--- src/v2a_pkg.sv ---
// ----------------------------------------------------------------------------
// v2a_pkg: shared types and constants for the 2D vector ALU
// Word format, mode and status codes, and the records passed along the cells.
// ----------------------------------------------------------------------------
`default_nettype none
package v2a_pkg;

  localparam int WORD_BITS = 32;
  localparam int FRAC_BITS = 16;
  localparam int FACT_BITS = 16;
  localparam int RAD_BITS  = 2 * WORD_BITS;
  localparam int REM_BITS  = WORD_BITS + 3;
  localparam int QUO_BITS  = FRAC_BITS + 1;
  localparam int DIV_CELLS = FRAC_BITS + 1;

  typedef enum logic [2:0] {
    MODE_ADD   = 3'd0,
    MODE_SUB   = 3'd1,
    MODE_SCALE = 3'd2,
    MODE_LEN   = 3'd3,
    MODE_NORM  = 3'd4
  } mode_e;

  localparam logic [1:0] STAT_OK   = 2'd0;
  localparam logic [1:0] STAT_SAT  = 2'd1;
  localparam logic [1:0] STAT_ZERO = 2'd2;

  // per item record carried alongside the length and divide cells
  typedef struct packed {
    logic [2:0]           mode;
    logic                 neg_x;
    logic                 neg_y;
    logic [WORD_BITS-1:0] abs_x;
    logic [WORD_BITS-1:0] abs_y;
    logic [WORD_BITS-1:0] rx;
    logic [WORD_BITS-1:0] ry;
    logic                 sat;
  } item_t;

  // one lane of the restoring divider
  typedef struct packed {
    logic [WORD_BITS-1:0] rem;
    logic                 lsb;
    logic [QUO_BITS-1:0]  quo;
  } div_lane_t;

endpackage
`default_nettype wire

--- src/v2a_div_cell.sv ---
// ----------------------------------------------------------------------------
// v2a_div_cell: one quotient bit of the unit vector divide
// Restoring step for both components against the shared length.
// ----------------------------------------------------------------------------
`default_nettype none
module v2a_div_cell (
  input  wire logic                          clk_i,
  input  wire logic                          rst_ni,
  input  wire logic                          en_i,
  input  wire logic                          valid_i,
  input  wire v2a_pkg::item_t                item_i,
  input  wire logic [v2a_pkg::WORD_BITS-1:0] len_i,
  input  wire v2a_pkg::div_lane_t            lx_i,
  input  wire v2a_pkg::div_lane_t            ly_i,
  output logic                               valid_o,
  output v2a_pkg::item_t                     item_o,
  output logic [v2a_pkg::WORD_BITS-1:0]      len_o,
  output v2a_pkg::div_lane_t                 lx_o,
  output v2a_pkg::div_lane_t                 ly_o
);
  import v2a_pkg::*;

  function automatic div_lane_t step(input div_lane_t l, input logic [WORD_BITS-1:0] d);
    logic [WORD_BITS:0] r2;
    logic               ge;
    div_lane_t          o;
    r2 = {l.rem, l.lsb};
    ge = r2 >= {1'b0, d};
    o.rem = ge ? WORD_BITS'(r2 - {1'b0, d}) : r2[WORD_BITS-1:0];
    o.lsb = 1'b0;
    o.quo = {l.quo[QUO_BITS-2:0], ge};
    return o;
  endfunction

  logic                 valid_q;
  item_t                item_q;
  logic [WORD_BITS-1:0] len_q;
  div_lane_t            lx_q, ly_q;

  always_ff @(posedge clk_i or negedge rst_ni) begin
    if (!rst_ni) begin
      valid_q <= 1'b0;
    end else if (en_i) begin
      valid_q <= valid_i;
    end
  end

  // advance one quotient bit per lane
  always_ff @(posedge clk_i) begin
    if (en_i) begin
      item_q <= item_i;
      len_q  <= len_i;
      lx_q   <= step(lx_i, len_i);
      ly_q   <= step(ly_i, len_i);
    end
  end

  assign valid_o = valid_q;
  assign item_o  = item_q;
  assign len_o   = len_q;
  assign lx_o    = lx_q;
  assign ly_o    = ly_q;

endmodule
`default_nettype wire

--- config.mk ---
export PLATFORM = sky130hd
export DESIGN_NAME = v2a_div_cell
export DESIGN_NICKNAME = d
export VERILOG_FILES = /design/src/v2a_pkg.sv /design/src/v2a_div_cell.sv
export SDC_FILE = /design/constraint.sdc
export NUM_CORES = 1
export LEC_CHECK = 0
export BUFFER_PORTS_ARGS = -buffer_cell sky130_fd_sc_hd__buf_4
export CAP_MARGIN = 20
export CELL_PAD_IN_SITES_DETAIL_PLACEMENT = 1
export CELL_PAD_IN_SITES_GLOBAL_PLACEMENT = 2
export CORE_MARGIN = 5
export CORE_UTILIZATION = 30
export DETAILED_ROUTE_END_ITERATION = 6
export GPL_TIMING_DRIVEN = 0
export HOLD_SLACK_MARGIN = 0.06
export PLACE_DENSITY = 0.86
export SETUP_SLACK_MARGIN = 0.05
export SYNTH_ARGS = -nofsm -noshare
export SYNTH_HDL_FRONTEND = slang
export SYNTH_SLANG_ARGS = --single-unit
--- constraint.sdc ---
create_clock -name clk_i -period 1.5 [get_ports clk_i]
set_input_delay 0 -clock clk_i [delete_from_list [all_inputs] [get_ports clk_i]]
set_output_delay 0 -clock clk_i [all_outputs]
set_load 0.005 [all_outputs]
==> flow_results.org <==
** Outcome
- Status :: finished with violations
- The final reports fail on hold timing, setup timing.

** Clock network
- Insertion delay to the later sink of the worst-skew pair :: between 0.5 and 0.6 ns
- Clock tree from TritonCTS :: built
- CTS built an H-tree with a depth of 1.
- Clock tree synthesis inserted a total of 30 buffers.
- Clock-pin slew on the worst setup and hold paths :: ~0.060 ns
- Cell chosen for the clock root :: clkbuf_16
- Counting along the longest clock path gives a buffer depth of 3.
- Clock tree synthesis found a total of about 270 sinks.

** Pwr
- Proportion of power drawn by flip-flops and latches :: between 30% and 40%
- Summed over all nets, the switching power comes to 6.374 mW.
- Net switching is a little over a quarter of the power.
- Power density of the placed cells :: between 1000 and 1500 nW/um^2
- Cell Int Power :: approximately 17 mW
- Combinational logic is responsible for 27.3% of the overall power.
- The worst-case IR drop observed on VDD is between 0.8 and 0.9 mV.
- The analysis attributes to cell leakage a power of 9.594 nW.
- Clk network pwr share :: 32.8%

** Setup path
- Kind of capture point of the worst setup path :: flip-flop
- Crit Path Category :: in -> reg
- Nature of the critical path startpoint :: primary input
- Cell repeated most along the worst path :: a21o_1
- Required arrival time at the worst endpoint :: between 1.5 and 2 ns
- The slowest stage of the critical path is the mux2_4 cell.
- STA puts the critical path data arrival time at 2.62 ns.
- Grouping stages by cell kind, the critical path spends the most delay in compound AO/OA/AOI/OAI gates.
- Counting both buffers and inverters, the worst setup path holds a total of 5.
- Max incr delay on CP :: 0.31 ns
- Max Fanout on Critical Path :: 5
- The critical path goes through buf_8 > inv_8 > ha_4 > a21o_1 > a21o_1 > a21o_1 > a221oi_2 > o21ai_2 > a31oi_4 > a21oi_4 > a2111oi_4 > buf_6 > buf_12 > buf_12 > mux2_4.

** STA
- Final count of pins violating max slew :: 0
- After layout, the worst path uses 154.4% of the clock period.
- Between clock sinks in the finished design, the worst skew comes to 0 ns.
- Setup repair after global routing could not meet its margin everywhere.
- Adding up every negative setup slack in the final design gives -43.66 ns.
- Across all hold checks on the routed design, the worst slack comes to -0.3595 ns.
- Across all setup checks in the final design, the least slack found is -0.8155 ns.
- Headroom to the max-slew limit came out at around 54%.
- Least-Margin Pin Slew :: 0.6952 ns
- Setup violations remaining at the end of the flow were counted as between 60 and 70.
- The number of endpoints with negative hold slack in the final report is 11.
- Final period demand of the worst path :: between 2 and 2.5 ns
- Fmax :: approximately 0.43 GHz

** Synth
- Among all flip-flop cells after synthesis, the most frequent one is edfxtp_1.
- The synthesized netlist devotes just under 7% of its cell area to simple gates.
- The synthesized netlist devotes about 6.9% of its cell area to adder and majority cells.
- Count of synthesis-stage warnings from yosys :: 0
- A synthesized cell averages between 10 and 15 um^2.
- Synthesized-area fraction occupied by xor and xnor cells :: around 4.3%
- For this run, the register share of the synthesized area comes to between 60% and 70%.
- Post-synthesis mux area share :: roughly 3.2%
- The synthesized design contains between 200 and 300 enable-type register cells.
- Counting flops with an async set or reset pin after synthesis yields a share of less than 1%.
- After synthesis, the largest family of logic cells by area is compound AO/OA/AOI/OAI gates.
- The number of different library cells used by synthesis comes to 56.
- Flip-flop and latch count after synthesis :: 265
- Post-Synthesis Cells :: around 880
- The synthesized netlist devotes a little over a tenth of its cell area to compound gates.
- Total standard cell area after synthesis :: 12,140 um^2

** Routing
- For this block, the routed nets add up to between 60 and 70 mm of wire.
- The pre-antenna-repair detailed-routing pass consisted of 4 iterations.
- After detailed routing, the average wire length per cell comes to 26.36 um.
- Detailed routing placed a total of approximately 32 mm of wire on met2.
- Routed wire length on met3 :: 3.971 mm
- After detailed routing, the number of vias per cell comes to 4.880.
- Count of unresolved DRC violations after routing :: 0
- Routed signal wires occupy layers up through met5.
- Routed Antenna Nets :: 0
- The routed layout has 11,320 vias.
- In this run, the number of DRC markers left after iteration 0 of detailed routing was around 520.
- For this block, wires on met1 add up to about 22 mm.

** Run
- The tool flagged a number of max-cap violations equal to 0.

** Place
- Pre-CTS worst setup slack :: -2.240 ns
- The congestion estimate from routability-driven global placement came to 0.8602.
- Detailed placement ended at an HPWL of 40.30 mm.
- Total of buffers placed on input and output ports :: 532
- Total placed instance area :: about 17,000 um^2

** Hold path
- Hold Path Class :: in -> reg

** Global route
- The number of antenna violations at the first check in global routing came to 7.
- For this run the aggregate overflow at the end of global routing stands at 0.
- Global routing used approximately 25% of the available tracks across all layers.
- Entering global routing, the biggest net connects 132 pins.
- The via count of the first global-routing pass is about 12,000.
- Wire length of the first global-routing pass :: between 80 and 90 mm

** Cells and area
- Compared with the post-synthesis result, the final layout area differs by 86.33%.
- Fraction of layout cells with a size suffix above 1 :: between 40% and 50%
- Post-route core utilization :: approximately 57%
- Count of nets after finishing :: between 2,000 and 2,500
- Finished Cell Area :: between 20,000 and 25,000 um^2

** Floorplan
- The die covers approximately 45,000 um^2.
- In this run the horizontal extent of the chip is about 210 um.
- Core Area :: roughly 40,000 um^2
- Die Y-Extent :: 211.1 um
- Row Count :: 73
- Effective utilization at floorplan :: between 30% and 40%
- I/O pins :: about 540
## synthesized netlist by cell type, types with 3 or more instances
cell / count / area (um^2)
edfxtp_1: 264 / 7928
ha_1: 64 / 800.8
nand2_1: 64 / 240.2
o21ai_0: 57 / 285.3
a21oi_1: 54 / 270.3
inv_1: 49 / 183.9
nor2_1: 30 / 112.6
xnor2_1: 30 / 262.8
xor2_1: 29 / 254.0
a21o_1: 27 / 202.7
mux2_1: 27 / 304.0
clkbuf_1: 21 / 78.83
nand4_1: 14 / 87.58
nand3_1: 13 / 65.06
nor2b_1: 13 / 81.33
a31oi_1: 12 / 75.07
nand2b_1: 9 / 56.30
and3_1: 6 / 37.54
mux2_2: 6 / 67.56
nor3_1: 6 / 30.03
o21bai_1: 6 / 45.04
o211ai_1: 5 / 37.54
or3_1: 5 / 31.28
o21ai_1: 4 / 20.02
o31a_1: 4 / 35.03
a211oi_1: 3 / 22.52
and2_1: 3 / 18.77
buf_6: 3 / 33.78
nor4_1: 3 / 18.77
o2111ai_1: 3 / 26.28
o21a_1: 3 / 22.52
o221ai_1: 3 / 26.28
## flip-flops by register name (all words and copies together) (netlist names)
signal	cells
ly_o	49
len_o	32
item_o	134
lx_o	49
valid_o	1
## cells by family (layout without fill, tap and decap cells)
kind of cell | count (synthesis) | in the layout
multiplexers | 35 | 35
flip-flops | 265 | 265
AND/OR/NAND/NOR | 173 | 174
AO/OA/AOI/OAI | 202 | 202
adder cells (fa/ha/maj) | 66 | 66
XOR/XNOR | 59 | 59
other | 1 | 7
buffers and inverters | 76 | 986
## placed cells by master (no fill, tap or decap), types with 7 or more instances in the layout
cell	Yosys	layout
nand2_4	0	23
clkbuf_16	0	35
xor2_1	29	28
nand3_1	13	13
nand2_1	64	36
a21o_1	27	27
ha_1	64	30
buf_8	0	10
inv_1	49	30
clkbuf_1	21	9
nand4_1	14	14
a21oi_2	1	7
nor2_1	30	29
buf_6	3	16
buf_4	2	574
mux2_4	0	30
ha_4	0	29
o21ai_2	0	26
dlygate4sd3_1	0	260
a31oi_1	12	7
nor2b_1	13	11
clkbuf_8	0	7
xnor2_1	30	28
o21ai_0	57	21
o21ai_1	4	8
buf_12	0	8
nand2b_1	9	9
a21oi_1	54	46
edfxtp_1	264	264
## area by class of cell
cell class | instances | area [um^2]
Fill cell | 3939 | 17300
Sequential cell | 265 | 7953
Timing Repair Buffer | 865 | 7450
Multi-Input combinational cell | 538 | 5049
Clock buffer | 41 | 833.3
Tap cell | 525 | 656.9
Inverter | 49 | 245.2
Buffer | 17 | 235.2
Clock inverter | 14 | 177.7
Antenna cell | 5 | 12.51
## timing repair
| item | in CTS | in global routing |
|---|---|---|
| buffers inserted | 38 | 27 |
| endpoints found under the hold margin | 299 | 18 |
| pin swaps | 30 | 60 |
| gates cloned | 3 | 5 |
| gates resized for setup | 121 | 153 |
| endpoints found under the setup margin | 66 | 66 |
| hold buffers | 252 | 8 |
## power by group through the flow
stage | registers [mW] | clock network, mW | logic, mW
2_1_floorplan | 9.50 | 0 | 1.82
3_3_place_gp | 9.44 | 0 | 4.48
3_5_place_dp | 9.45 | 0 | 4.59
4_1_cts | 9.31 | 7.73 | 5.73
5_1_grt | 9.41 | 8.24 | 6.76
6_report | 9.37 | 7.69 | 6.41
## through the flow
step                      cells  total power, mW
after floorplan             878            11.32
after global placement     1935            13.91
after detailed placement   1937            14.05
after CTS                  2279            22.77
after global routing       2318            24.40
final                      2319            23.47
## path summary, 6_finish.rpt
| kind | slack [ns] | cells past startpoint | from | to |
|---|---|---|---|---|
| max | -0.82 | 15 | len_i[18] | ly_o[25] |
| min | -0.36 | 1 | len_i[0] | len_o[0] |
| max reg2reg | 0.72 | 1 | valid_o | valid_o |
| min reg2reg | 0.56 | 1 | valid_o | valid_o |
| max in group asynchronous | 1.05 | 3 | rst_ni | valid_o |
| min in group asynchronous | 0.33 | 3 | rst_ni | valid_o |
## routing by layer
metal,vias to the layer above,global-route usage [%]
li1,5088,-
met1,5634,28.01
met2,470,46.02
met3,120,5.540
met4,4,10.57
met5,-,0
Power figures use the tool's default switching activity.
