`src/v2a_pkg.sv`:
```
// ----------------------------------------------------------------------------
// v2a_pkg: shared types and constants for the 2D vector ALU
// Word format, mode and status codes, and the records passed along the cells.
// ----------------------------------------------------------------------------
`default_nettype none
package v2a_pkg;

  localparam int WORD_BITS = 32;
  localparam int FRAC_BITS = 16;
  localparam int FACT_BITS = 16;
  localparam int RAD_BITS  = 2 * WORD_BITS;
  localparam int REM_BITS  = WORD_BITS + 3;
  localparam int QUO_BITS  = FRAC_BITS + 1;
  localparam int DIV_CELLS = FRAC_BITS + 1;

  typedef enum logic [2:0] {
    MODE_ADD   = 3'd0,
    MODE_SUB   = 3'd1,
    MODE_SCALE = 3'd2,
    MODE_LEN   = 3'd3,
    MODE_NORM  = 3'd4
  } mode_e;

  localparam logic [1:0] STAT_OK   = 2'd0;
  localparam logic [1:0] STAT_SAT  = 2'd1;
  localparam logic [1:0] STAT_ZERO = 2'd2;

  // per item record carried alongside the length and divide cells
  typedef struct packed {
    logic [2:0]           mode;
    logic                 neg_x;
    logic                 neg_y;
    logic [WORD_BITS-1:0] abs_x;
    logic [WORD_BITS-1:0] abs_y;
    logic [WORD_BITS-1:0] rx;
    logic [WORD_BITS-1:0] ry;
    logic                 sat;
  } item_t;

  // one lane of the restoring divider
  typedef struct packed {
    logic [WORD_BITS-1:0] rem;
    logic                 lsb;
    logic [QUO_BITS-1:0]  quo;
  } div_lane_t;

endpackage
`default_nettype wire

```
`src/v2a_sqrt_cell.sv`:
```
// ----------------------------------------------------------------------------
// v2a_sqrt_cell: one digit of the integer square root
// Takes two radicand bits, tries one root bit and hands the partial root on.
// ----------------------------------------------------------------------------
`default_nettype none
module v2a_sqrt_cell (
  input  wire logic                          clk_i,
  input  wire logic                          rst_ni,
  input  wire logic                          en_i,
  input  wire logic                          valid_i,
  input  wire v2a_pkg::item_t                item_i,
  input  wire logic [v2a_pkg::RAD_BITS-1:0]  rad_i,
  input  wire logic [v2a_pkg::REM_BITS-1:0]  rem_i,
  input  wire logic [v2a_pkg::WORD_BITS-1:0] root_i,
  output logic                               valid_o,
  output v2a_pkg::item_t                     item_o,
  output logic [v2a_pkg::RAD_BITS-1:0]       rad_o,
  output logic [v2a_pkg::REM_BITS-1:0]       rem_o,
  output logic [v2a_pkg::WORD_BITS-1:0]      root_o
);
  import v2a_pkg::*;

  logic [REM_BITS-1:0]  rem_sh, trial, rem_d;
  logic [WORD_BITS-1:0] root_d;
  logic                 fit;
  item_t                item_q;
  logic [RAD_BITS-1:0]  rad_q;
  logic [REM_BITS-1:0]  rem_q;
  logic [WORD_BITS-1:0] root_q;
  logic                 valid_q;

  // try the next root bit
  always_comb begin
    rem_sh = {rem_i[REM_BITS-3:0], rad_i[RAD_BITS-1 -: 2]};
    trial  = {1'b0, root_i, 2'b01};
    fit    = rem_sh >= trial;
    rem_d  = fit ? rem_sh - trial : rem_sh;
    root_d = {root_i[WORD_BITS-2:0], fit};
  end

  always_ff @(posedge clk_i or negedge rst_ni) begin
    if (!rst_ni) begin
      valid_q <= 1'b0;
    end else if (en_i) begin
      valid_q <= valid_i;
    end
  end

  always_ff @(posedge clk_i) begin
    if (en_i) begin
      item_q <= item_i;
      rad_q  <= {rad_i[RAD_BITS-3:0], 2'b00};
      rem_q  <= rem_d;
      root_q <= root_d;
    end
  end

  assign valid_o = valid_q;
  assign item_o  = item_q;
  assign rad_o   = rad_q;
  assign rem_o   = rem_q;
  assign root_o  = root_q;

endmodule
`default_nettype wire

```
`config.mk`:
```
export PLATFORM = sky130hd
export DESIGN_NAME = v2a_sqrt_cell
export DESIGN_NICKNAME = d
export VERILOG_FILES = /design/src/v2a_pkg.sv /design/src/v2a_sqrt_cell.sv
export SDC_FILE = /design/constraint.sdc
export NUM_CORES = 1
export LEC_CHECK = 0
export BUFFER_PORTS_ARGS = -buffer_cell sky130_fd_sc_hd__buf_4
export CORE_AREA = 8 8 199 201
export CTS_CLUSTER_SIZE = 8
export DETAILED_ROUTE_END_ITERATION = 12
export DIE_AREA = 0 0 207 209
export HOLD_SLACK_MARGIN = 0.02
export PLACE_DENSITY = 0.56
export SYNTH_ARGS = -nofsm -noshare
export SYNTH_HDL_FRONTEND = slang
export SYNTH_SLANG_ARGS = --single-unit
```
`constraint.sdc`:
```
create_clock -name clk_i -period 1.46 [get_ports clk_i]
set_input_delay 0.146 -clock clk_i [delete_from_list [all_inputs] [get_ports clk_i]]
set_output_delay 0.146 -clock clk_i [all_outputs]
set_load 0.005 [all_outputs]
```
==> flow_summary.yaml, run 1 <==
run_status:
  status: "finished, violations left"
  violations: "setup timing"
critical_path:
  rr_endpoint: "valid_o$_DFFE_PN0P_"
  crit_arrival_ns: 2.32
  setup.worst_path.class: "in2reg"
  startpoint_type: "input port"
  r2r_setup_slack_ns: 0.71
  required_ns: 1.72
  endpoint_kind: "register"
  reg2regPathDepth: 1
  worstSetupStartpoint: "root_i[0]"
  r2r-start: "valid_o$_DFFE_PN0P_"
  crit_path_end: "rem_o[33]$_DFFE_PP_"
  path_max_fanout: 4
grt:
  grt_use_total_pct: 19.9
  grt_start_max_net_pins: 43
  grt_overflow: 0
  grt_pass1_vias: 10200
  grt_pass1_wl_um: 65300
  antenna_found_initial: 6
route:
  drc: 0
  routedWlPerCell_um: 21.7
  viasPerCell: 4.47
  drt_iter0_markers: 501
  wl_um: 45000
  ant_nets: 0
  vias: 9284
  dr.pass1.iters: 5
die:
  ios: 535
  die_w_um: 207
  die-area_mm2: 0.0433
  rows: 70
  coreArea_mm2: 0.0363
  die_y_um: 209
  start_util_pct: 28.6
cts:
  cts_buffers: 39
  worstSkewPairLatency_ns: 0.50
  clock_path_buffers: 3
  htree_levels: 2
  clock_sinks: 264
  clk_pin_slew_worst_paths_ns: 0.05
  cts_tree: "yes"
  cts_root_buffer: "clkbuf_16"
place:
  gp_congestion: 0.836
  dp_hpwl_um: 33300
  port_buffers: 530
  placed_cells: 1755
power:
  power_frac_seq_pct: 42.8
  power_density_mw_per_mm2: 1080
  p_sw_share_pct: 24.0
  p_leak_nw: 8.63
  vdd_drop_max_mv: 0.737
  pwr-share-clk_pct: 36.0
  internal_power_mw: 16.7
  totalPowerFinal_mw: 21.9
  comb_power_share_pct: 21.2
  p_switching_mw: 5.26
sta:
  hold_violations: 0
  fmax_ghz: 0.487
  layout_worst_path_cycle_share_pct: 141
  period_needed_ns: 2.06
  skew_ns: 0
  setup_slack_ns: -0.595
  rsz0062_at_grt: "true"
  setup_viol_count_final: 36
  slew_viol_final: 0
synth:
  synth_edf_count: 263
  yosysWarnings: 0
  synth_cell_types: 61
  synth_top_area_cell: "edfxtp_1"
  synth_async_sr_flop_share_pct: 0.379
  synth.area.top_cells: "edfxtp_1 76%, ha_1 4.1%, a21oi_1 2.2%"
  syn_area_per_cell_um2: 16.4
  synthFlopType: "edfxtp_1"
  ys_seq_area_share_pct: 76.3
  netlist_area_mm2: 0.0104
  syn_inst: 635
  yosysTopAreaCellShare_pct: 76.0
  synth_seq_cells: 264
final_layout:
  layout.nets: 1900
  drive_gt1_share_pct: 50.5
  layoutNonFillerInstCount: 2079
  area_growth_pct: 94.9
flow_run:
  cap_violations: 0
min_path:
  min_path_type: "in2reg"
## cells by family after synthesis
kind of cell	after synthesis	synth area share (%)
XOR/XNOR	31	2.61
AND/OR/NAND/NOR	110	5.05
flip-flops	264	76.3
buffers and inverters	59	2.52
adder cells (fa/ha/maj)	34	4.10
AO/OA/AOI/OAI	121	7.78
other	1	0.0361
multiplexers	15	1.63
## layer usage
| metal | wire length (µm) | track usage, % | up-vias | share of wire [%] |
|---|---|---|---|---|
| met5 | 27 | 0 | - | 0.060 |
| met4 | 2080 | 9.81 | 4 | 4.6 |
| met3 | 2680 | 4.97 | 93 | 5.9 |
| met2 | 23700 | 36.3 | 379 | 53 |
| met1 | 16500 | 21.2 | 4463 | 37 |
| li1 | - | - | 4345 | - |
## layout by cell type, fill, tap and decap left out, types with 6 or more instances in the layout
master	instances
a21o_1	8
a21oi_1	30
a21oi_2	17
buf_12	6
buf_4	663
clkbuf_1	8
clkbuf_16	39
dlygate4sd3_1	256
edfxtp_1	263
ha_1	12
ha_4	20
inv_1	36
inv_2	8
nand2_1	19
nand4_1	9
nor2_1	37
nor3_1	8
o21ai_0	12
o21ai_1	8
xnor2_1	21
xor2_1	10
## critical path, cell delays in order
cell	delay (ns)
buf_8	0.08
inv_4	0.03
ha_4	0.25
o21a_1	0.13
o211ai_1	0.13
a311o_2	0.42
a21o_1	0.27
o31ai_4	0.34
a21oi_2	0.12
xnor2_1	0.14
mux2_4	0.25
## power by group through the flow
stage          clock network [mW]  logic [mW]  registers, mW
6_report                     7.90        4.65           9.38
5_1_grt                      8.41        4.96           9.43
4_1_cts                      8.12        4.58           9.37
3_5_place_dp                    0        3.83           9.50
3_3_place_gp                    0        3.79           9.49
2_1_floorplan                   0        1.10           9.57
## timing repair
| action | in CTS | in global routing |
|---|---|---|
| endpoints found under the hold margin | 253 | 2 |
| hold buffers | 254 | 2 |
| resized for setup | 47 | 34 |
| cloned | 1 | 0 |
| pin swaps | 15 | 15 |
| setup endpoints to repair | 36 | 36 |
| setup buffers | 10 | 3 |
## cells in the mapped netlist, types with 4 or more instances
cell      number
a21oi_1       46
buf_4          5
xor2_1        10
nor2b_1        4
nand2_1       20
inv_1         46
nor2_1        45
edfxtp_1     263
a21oi_2        4
and3_1         5
or3_1          4
buf_2          4
o21ai_0       20
mux2_1         4
nor3_1        10
nand4_1        9
ha_1          34
a21o_1         8
xnor2_1       21
o211ai_1       5
mux2_2         7
## layout make-up
| class | instances | area, µm² |
|---|---|---|
| repair buffers | 933 | 7770 |
| well taps | 468 | 586 |
| diodes | 4 | 10.0 |
| clock inverters | 4 | 41.3 |
| inverters | 46 | 183 |
| multi-input cells | 313 | 2720 |
| fillers | 2892 | 16000 |
| clock buffers | 47 | 1010 |
| flip-flops and latches | 264 | 7920 |
## sequential cells by signal, summed over array words and instances (netlist names)
register / flops
rad_o: 62
root_o: 32
rem_o: 35
valid_o: 1
item_o: 134
## stage by stage
stage	util [%]	setup WS (ns)	TNS, ns	hold WS, ns	instance area (µm²)
after floorplan	-	-0.804	-25.47	-0.150	10600
after global placement	44.5	-1.22	-42.22	-0.0784	16200
after detailed placement	44.5	-1.24	-42.41	-0.0781	16200
after CTS	55.3	-0.567	-18.33	0.0208	20000
after global routing	55.8	-0.652	-20.04	0.0526	20200
final	55.8	-0.595	-17.18	0.0528	20200
## how the worst min path moves through the flow
stage / cells after the start / from / slack (ns) / endpoint
after floorplan: 0 / rst_ni / -0.15 / valid_o$_DFFE_PN0P_
after CTS: 1 / en_i / 0.02 / item_o[116]$_DFFE_PP_
final: 4 / rem_i[27] / 0.05 / rem_o[29]$_DFFE_PP_
after detailed placement: 1 / rst_ni / -0.08 / valid_o$_DFFE_PN0P_
after global placement: 1 / rst_ni / -0.08 / valid_o$_DFFE_PN0P_
after global routing: 3 / rem_i[20] / 0.05 / rem_o[22]$_DFFE_PP_
Note: power is estimated with default switching activity, not from simulation.
==> run 2: changes to the inputs <==
--- a/config.mk
+++ b/config.mk
@@ -6,12 +6,13 @@
 export NUM_CORES = 1
 export LEC_CHECK = 0
 export BUFFER_PORTS_ARGS = -buffer_cell sky130_fd_sc_hd__buf_4
-export CORE_AREA = 8 8 199 201
+export CORE_AREA = 8 8 200 202
 export CTS_CLUSTER_SIZE = 8
 export DETAILED_ROUTE_END_ITERATION = 12
-export DIE_AREA = 0 0 207 209
+export DIE_AREA = 0 0 208 210
 export HOLD_SLACK_MARGIN = 0.02
-export PLACE_DENSITY = 0.56
+export PLACE_DENSITY = 0.55
+export SKIP_LAST_GASP = 1
 export SYNTH_ARGS = -nofsm -noshare
 export SYNTH_HDL_FRONTEND = slang
 export SYNTH_SLANG_ARGS = --single-unit
==> constraint.sdc (replaced) <==
create_clock -name clk_i -period 2.2 [get_ports clk_i]
set_input_delay 0.22 -clock clk_i [delete_from_list [all_inputs] [get_ports clk_i]]
set_output_delay 0.22 -clock clk_i [all_outputs]
set_load 0.005 [all_outputs]
==> flow_summary.yaml, run 2 (synthesized netlist as in run 1, its figures left out) <==
run_status:
  status: "finished clean"
sta:
  slew_viol_final: 0
  rsz0062_at_grt: "true"
  period_needed_ns: 2.16
  setup_slack_ns: 0.0354
  skew_ns: 0
  setup_viol_count_final: 0
  hold_violations: 0
  timing.hold.ws_ns: 0.0678
  layout_worst_path_cycle_share_pct: 98.4
  fmax_ghz: 0.462
  finalSetupTns_ns: 0
final_layout:
  area_growth_pct: 91.6
  layout_common_cells: "663 x buf_4, 263 x edfxtp_1, 254 x dlygate4sd3_1"
  layout.nets: 1891
  multi_input_area_mm2: 0.00250
  final_common_cell: "buf_4"
  n_fill_cell: 3077
  fin_util_pct: 53.9
  register_area_mm2: 0.00792
  drive_gt1_share_pct: 48.2
  largest_reg_flops: 134
cts:
  clk_pin_slew_worst_paths_ns: 0.07
  worstSkewPairLatency_ns: 0.52
  cts_tree: "yes"
  htree_levels: 2
  cts_buffers: 39
  clock_sinks: 264
  cts_root_buffer: "clkbuf_16"
  clock_path_buffers: 3
critical_path:
  setup.worst_path.class: "in2reg"
  startpoint_type: "input port"
  crit_arrival_ns: 2.44
  required_ns: 2.47
  endpoint_kind: "register"
  path_max_fanout: 4
grt:
  antenna_found_initial: 3
  grt_pass1_vias: 9904
  grt_util_met1_pct: 20.6
  grtUsageMet2_pct: 35.7
  grt_use_total_pct: 19.1
  grt_pass1_wl_um: 63900
  grt_overflow: 0
  grt_use_met3_pct: 5.94
  grt_start_max_net_pins: 62
  top_usage_layer: "met2"
die:
  ios: 535
  coreArea_mm2: 0.0370
  die_y_um: 210
  die_w_um: 208
  rows: 71
  start_util_pct: 28.1
  die-area_mm2: 0.0437
place:
  dp_slack_ns: -0.610
  dp_hpwl_um: 32200
  port_buffers: 530
  gp_congestion: 0.825
route:
  viasPerCell: 4.42
  dr.pass1.iters: 4
  drt_iter0_markers: 451
  drc: 0
  ant_nets: 0
  wl_um: 43500
  vias: 9167
  routedWlPerCell_um: 21.0
power:
  totalPowerFinal_mw: 14.5
  vdd_drop_max_mv: 0.509
  power_density_mw_per_mm2: 729
  p_leak_nw: 8.56
min_path:
  min_path_type: "in2reg"
flow_run:
  cap_violations: 0
run 2: final cells by class:
type,count,share of cell area (%)
Clock inverter,4,0.189
Sequential cell,264,39.8
Timing Repair Buffer,924,38.3
Multi-Input combinational cell,313,12.6
Antenna cell,2,0.0251
Tap cell,474,2.98
Inverter,46,0.905
Clock buffer,47,5.16
run 2: where the power goes:
part / leakage, nW / switching [mW] / internal (mW)
logic: 5.46 / 1.21 / 1.73
registers: 2.59 / 0.142 / 6.08
clock network: 0.517 / 2.10 / 3.24
run 2: per-layer routing:
layer	part of all wire [%]	routed length, µm
met5	0.071	31
met1	37	16000
met4	2.4	1050
met2	54	23300
met3	7.2	3130
run 2: repair_timing:
item / 4_1_cts / 5_1_grt
resized for setup: 1 / 25
setup buffers: 0 / 3
hold buffers: 254 / 0
endpoints found under the setup margin: 3 / 34
pin swaps: 0 / 10
endpoints found under the hold margin: 253 / 0
run 2: final timing paths:
check	from	endpoint	slack [ns]	depth (start not counted)
max in group asynchronous	rst_ni	valid_o$_DFFE_PN0P_	1.55	3
min in group asynchronous	rst_ni	valid_o$_DFFE_PN0P_	0.54	3
worst min register to register	valid_o$_DFFE_PN0P_	valid_o$_DFFE_PN0P_	0.52	1
worst min-delay path	rad_i[63]	rem_o[1]$_DFFE_PP_	0.07	3
worst max-delay path	root_i[0]	rem_o[33]$_DFFE_PP_	0.04	11
worst max register to register	valid_o$_DFFE_PN0P_	valid_o$_DFFE_PN0P_	1.45	1
run 2: critical path: stages:
cell      delay (ns)
buf_4           0.08
inv_1           0.05
ha_4            0.28
o21a_1          0.15
o211ai_1        0.12
a311o_1         0.37
a21o_1          0.25
o31ai_4         0.38
a21oi_2         0.11
xnor2_1         0.16
mux2_4          0.26
run 2: stage by stage:
stage,cell area [µm²],std cells
floorplan,10600,636
global placement,16100,1764
detailed placement,16100,1764
global route,19900,2072
CTS,19700,2069
finish,19900,2074
==> run 3: changes to the inputs <==
--- a/config.mk
+++ b/config.mk
@@ -10,6 +10,7 @@
 export CTS_CLUSTER_SIZE = 8
 export DETAILED_ROUTE_END_ITERATION = 12
 export DIE_AREA = 0 0 208 210
+export GPL_TIMING_DRIVEN = 0
 export HOLD_SLACK_MARGIN = 0.02
 export PLACE_DENSITY = 0.55
 export SKIP_LAST_GASP = 1
==> flow_summary.yaml, run 3 (synthesized netlist as in run 1, its figures left out) <==
place:
  gp_congestion: 0.841
  dp_hpwl_um: 30900
  port_buffers: 530
  placed_cells: 1642
  post_dp_cell_area_mm2: 0.0152
  dp_slack_ns: -0.923
final_layout:
  n_fill_cell: 3117
  multi_input_area_mm2: 0.00257
  final_area_mm2: 0.0194
  layout_common_cells: "548 x buf_4, 263 x edfxtp_1, 251 x dlygate4sd3_1"
  register_area_mm2: 0.00792
  layoutNonFillerInstCount: 1976
  drive_gt1_share_pct: 46.2
  area_growth_pct: 86.5
  final_common_cell: "buf_4"
  largest_reg_flops: 134
  layout.nets: 1792
  fin_util_pct: 52.4
cts:
  cts_buffers: 39
  clk_pin_slew_worst_paths_ns: 0.05
  cts_tree: "yes"
  htree_levels: 2
  worstSkewPairLatency_ns: 0.53
  clock_sinks: 264
  clock_path_buffers: 3
  cts_root_buffer: "clkbuf_16"
grt:
  grt_overflow: 0
  grt_use_total_pct: 18.7
  grt_start_max_net_pins: 128
  grt_pass1_vias: 9362
  grt_pass1_wl_um: 61800
  antenna_found_initial: 2
die:
  die_y_um: 210
  die-area_mm2: 0.0437
  rows: 71
  die_w_um: 208
  coreArea_mm2: 0.0370
  ios: 535
  start_util_pct: 28.1
power:
  vdd_drop_max_mv: 0.524
  p_leak_nw: 8.20
  power_density_mw_per_mm2: 742
min_path:
  hold_start: "rem_i[13]"
  hold_end: "rem_o[15]$_DFFE_PP_"
  min_path_type: "in2reg"
  whs_path_depth: 3
route:
  drt_iter0_markers: 430
  routedWlPerCell_um: 21.8
  drc: 0
  wl_um: 43200
  ant_nets: 0
  viasPerCell: 4.50
  dr.pass1.iters: 5
  vias: 8889
critical_path:
  path_max_fanout: 6
  r2r_setup_slack_ns: 1.46
  reg2regPathDepth: 1
  startpoint_type: "input port"
  required_ns: 2.47
  rr_endpoint: "valid_o$_DFFE_PN0P_"
  endpoint_kind: "register"
  r2r-start: "valid_o$_DFFE_PN0P_"
  crit_arrival_ns: 2.53
  setup.worst_path.class: "in2reg"
sta:
  relSlewSlack_pct: 55.5
  tightest_slew_ns: 0.668
  setup_viol_count_final: 13
  setup_slack_ns: -0.0620
  layout_worst_path_cycle_share_pct: 103
  period_needed_ns: 2.26
  rsz0062_at_grt: "true"
  hold_violations: 0
  timing.hold.ws_ns: 0.0416
  slew_viol_final: 0
  skew_ns: 0
  fmax_ghz: 0.442
run_status:
  violations: "setup timing"
  status: "finished, violations left"
flow_run:
  cap_violations: 0
## run 3: what timing repair did
| action | 4_1_cts | 5_1_grt |
|---|---|---|
| pin swaps | 15 | 24 |
| cloned | 1 | 1 |
| setup endpoints to repair | 35 | 36 |
| buffers inserted | 12 | 16 |
| hold buffers | 251 | 0 |
| endpoints found under the hold margin | 265 | 0 |
| gates resized for setup | 38 | 51 |
## run 3: final cells by class
cell class | instances | area share (%)
Sequential cell | 264 | 40.9
Timing Repair Buffer | 813 | 35.5
Multi-Input combinational cell | 313 | 13.2
Clock buffer | 47 | 5.30
Tap cell | 474 | 3.06
Inverter | 46 | 0.982
Buffer | 12 | 0.820
Clock inverter | 4 | 0.181
Antenna cell | 3 | 0.0388
## run 3: layer usage
| layer | GRT usage [%] | wire, µm | vias up |
|---|---|---|---|
| li1 | - | - | 4117 |
| met1 | 19.6 | 15500 | 4264 |
| met2 | 32.8 | 22000 | 404 |
| met3 | 6.13 | 3250 | 104 |
| met4 | 10.6 | 2420 | 0 |
| met5 | 0 | 0 | - |
## run 3: critical path: stages
cell and delay [ns]:
buf_8 0.09, inv_8 0.03, ha_4 0.28, nand4_1 0.15
nand2b_4 0.20, or3_4 0.40, a211oi_4 0.19, buf_6 0.16
o31ai_4 0.06, o21ai_2 0.13, buf_6 0.16, buf_12 0.14
mux2_4 0.31
## run 3: metrics by stage
step | power, mW | setup TNS [ns]
2_1_floorplan | 7.06 | -1.79
3_3_place_gp | 8.54 | -284.66
3_5_place_dp | 8.55 | -26.58
4_1_cts | 14.5 | -0.682
5_1_grt | 14.9 | -0.986
6_report | 14.4 | -0.628
## run 3: worst max-delay path by stage
| stage | cells after the start | from | slack [ns] | end |
|---|---|---|---|---|
| 2_1_floorplan | 11 | root_i[22] | -0.14 | rem_o[16]$_DFFE_PP_ |
| 5_1_grt | 12 | root_i[5] | -0.08 | rem_o[22]$_DFFE_PP_ |
| 3_3_place_gp | 2 | en_i | -1.09 | valid_o$_DFFE_PN0P_ |
| 6_report | 13 | root_i[22] | -0.06 | rem_o[4]$_DFFE_PP_ |
| 4_1_cts | 13 | root_i[22] | -0.06 | rem_o[4]$_DFFE_PP_ |
| 3_5_place_dp | 10 | rem_i[12] | -0.92 | rem_o[32]$_DFFE_PP_ |
## run 3: report_power, final
group	total [mW]	switching, mW	internal [mW]
Sequential	6.21	0.133	6.08
Clock	5.31	2.07	3.24
Combinational	2.85	1.21	1.64
Total	14.4	3.41	11.0
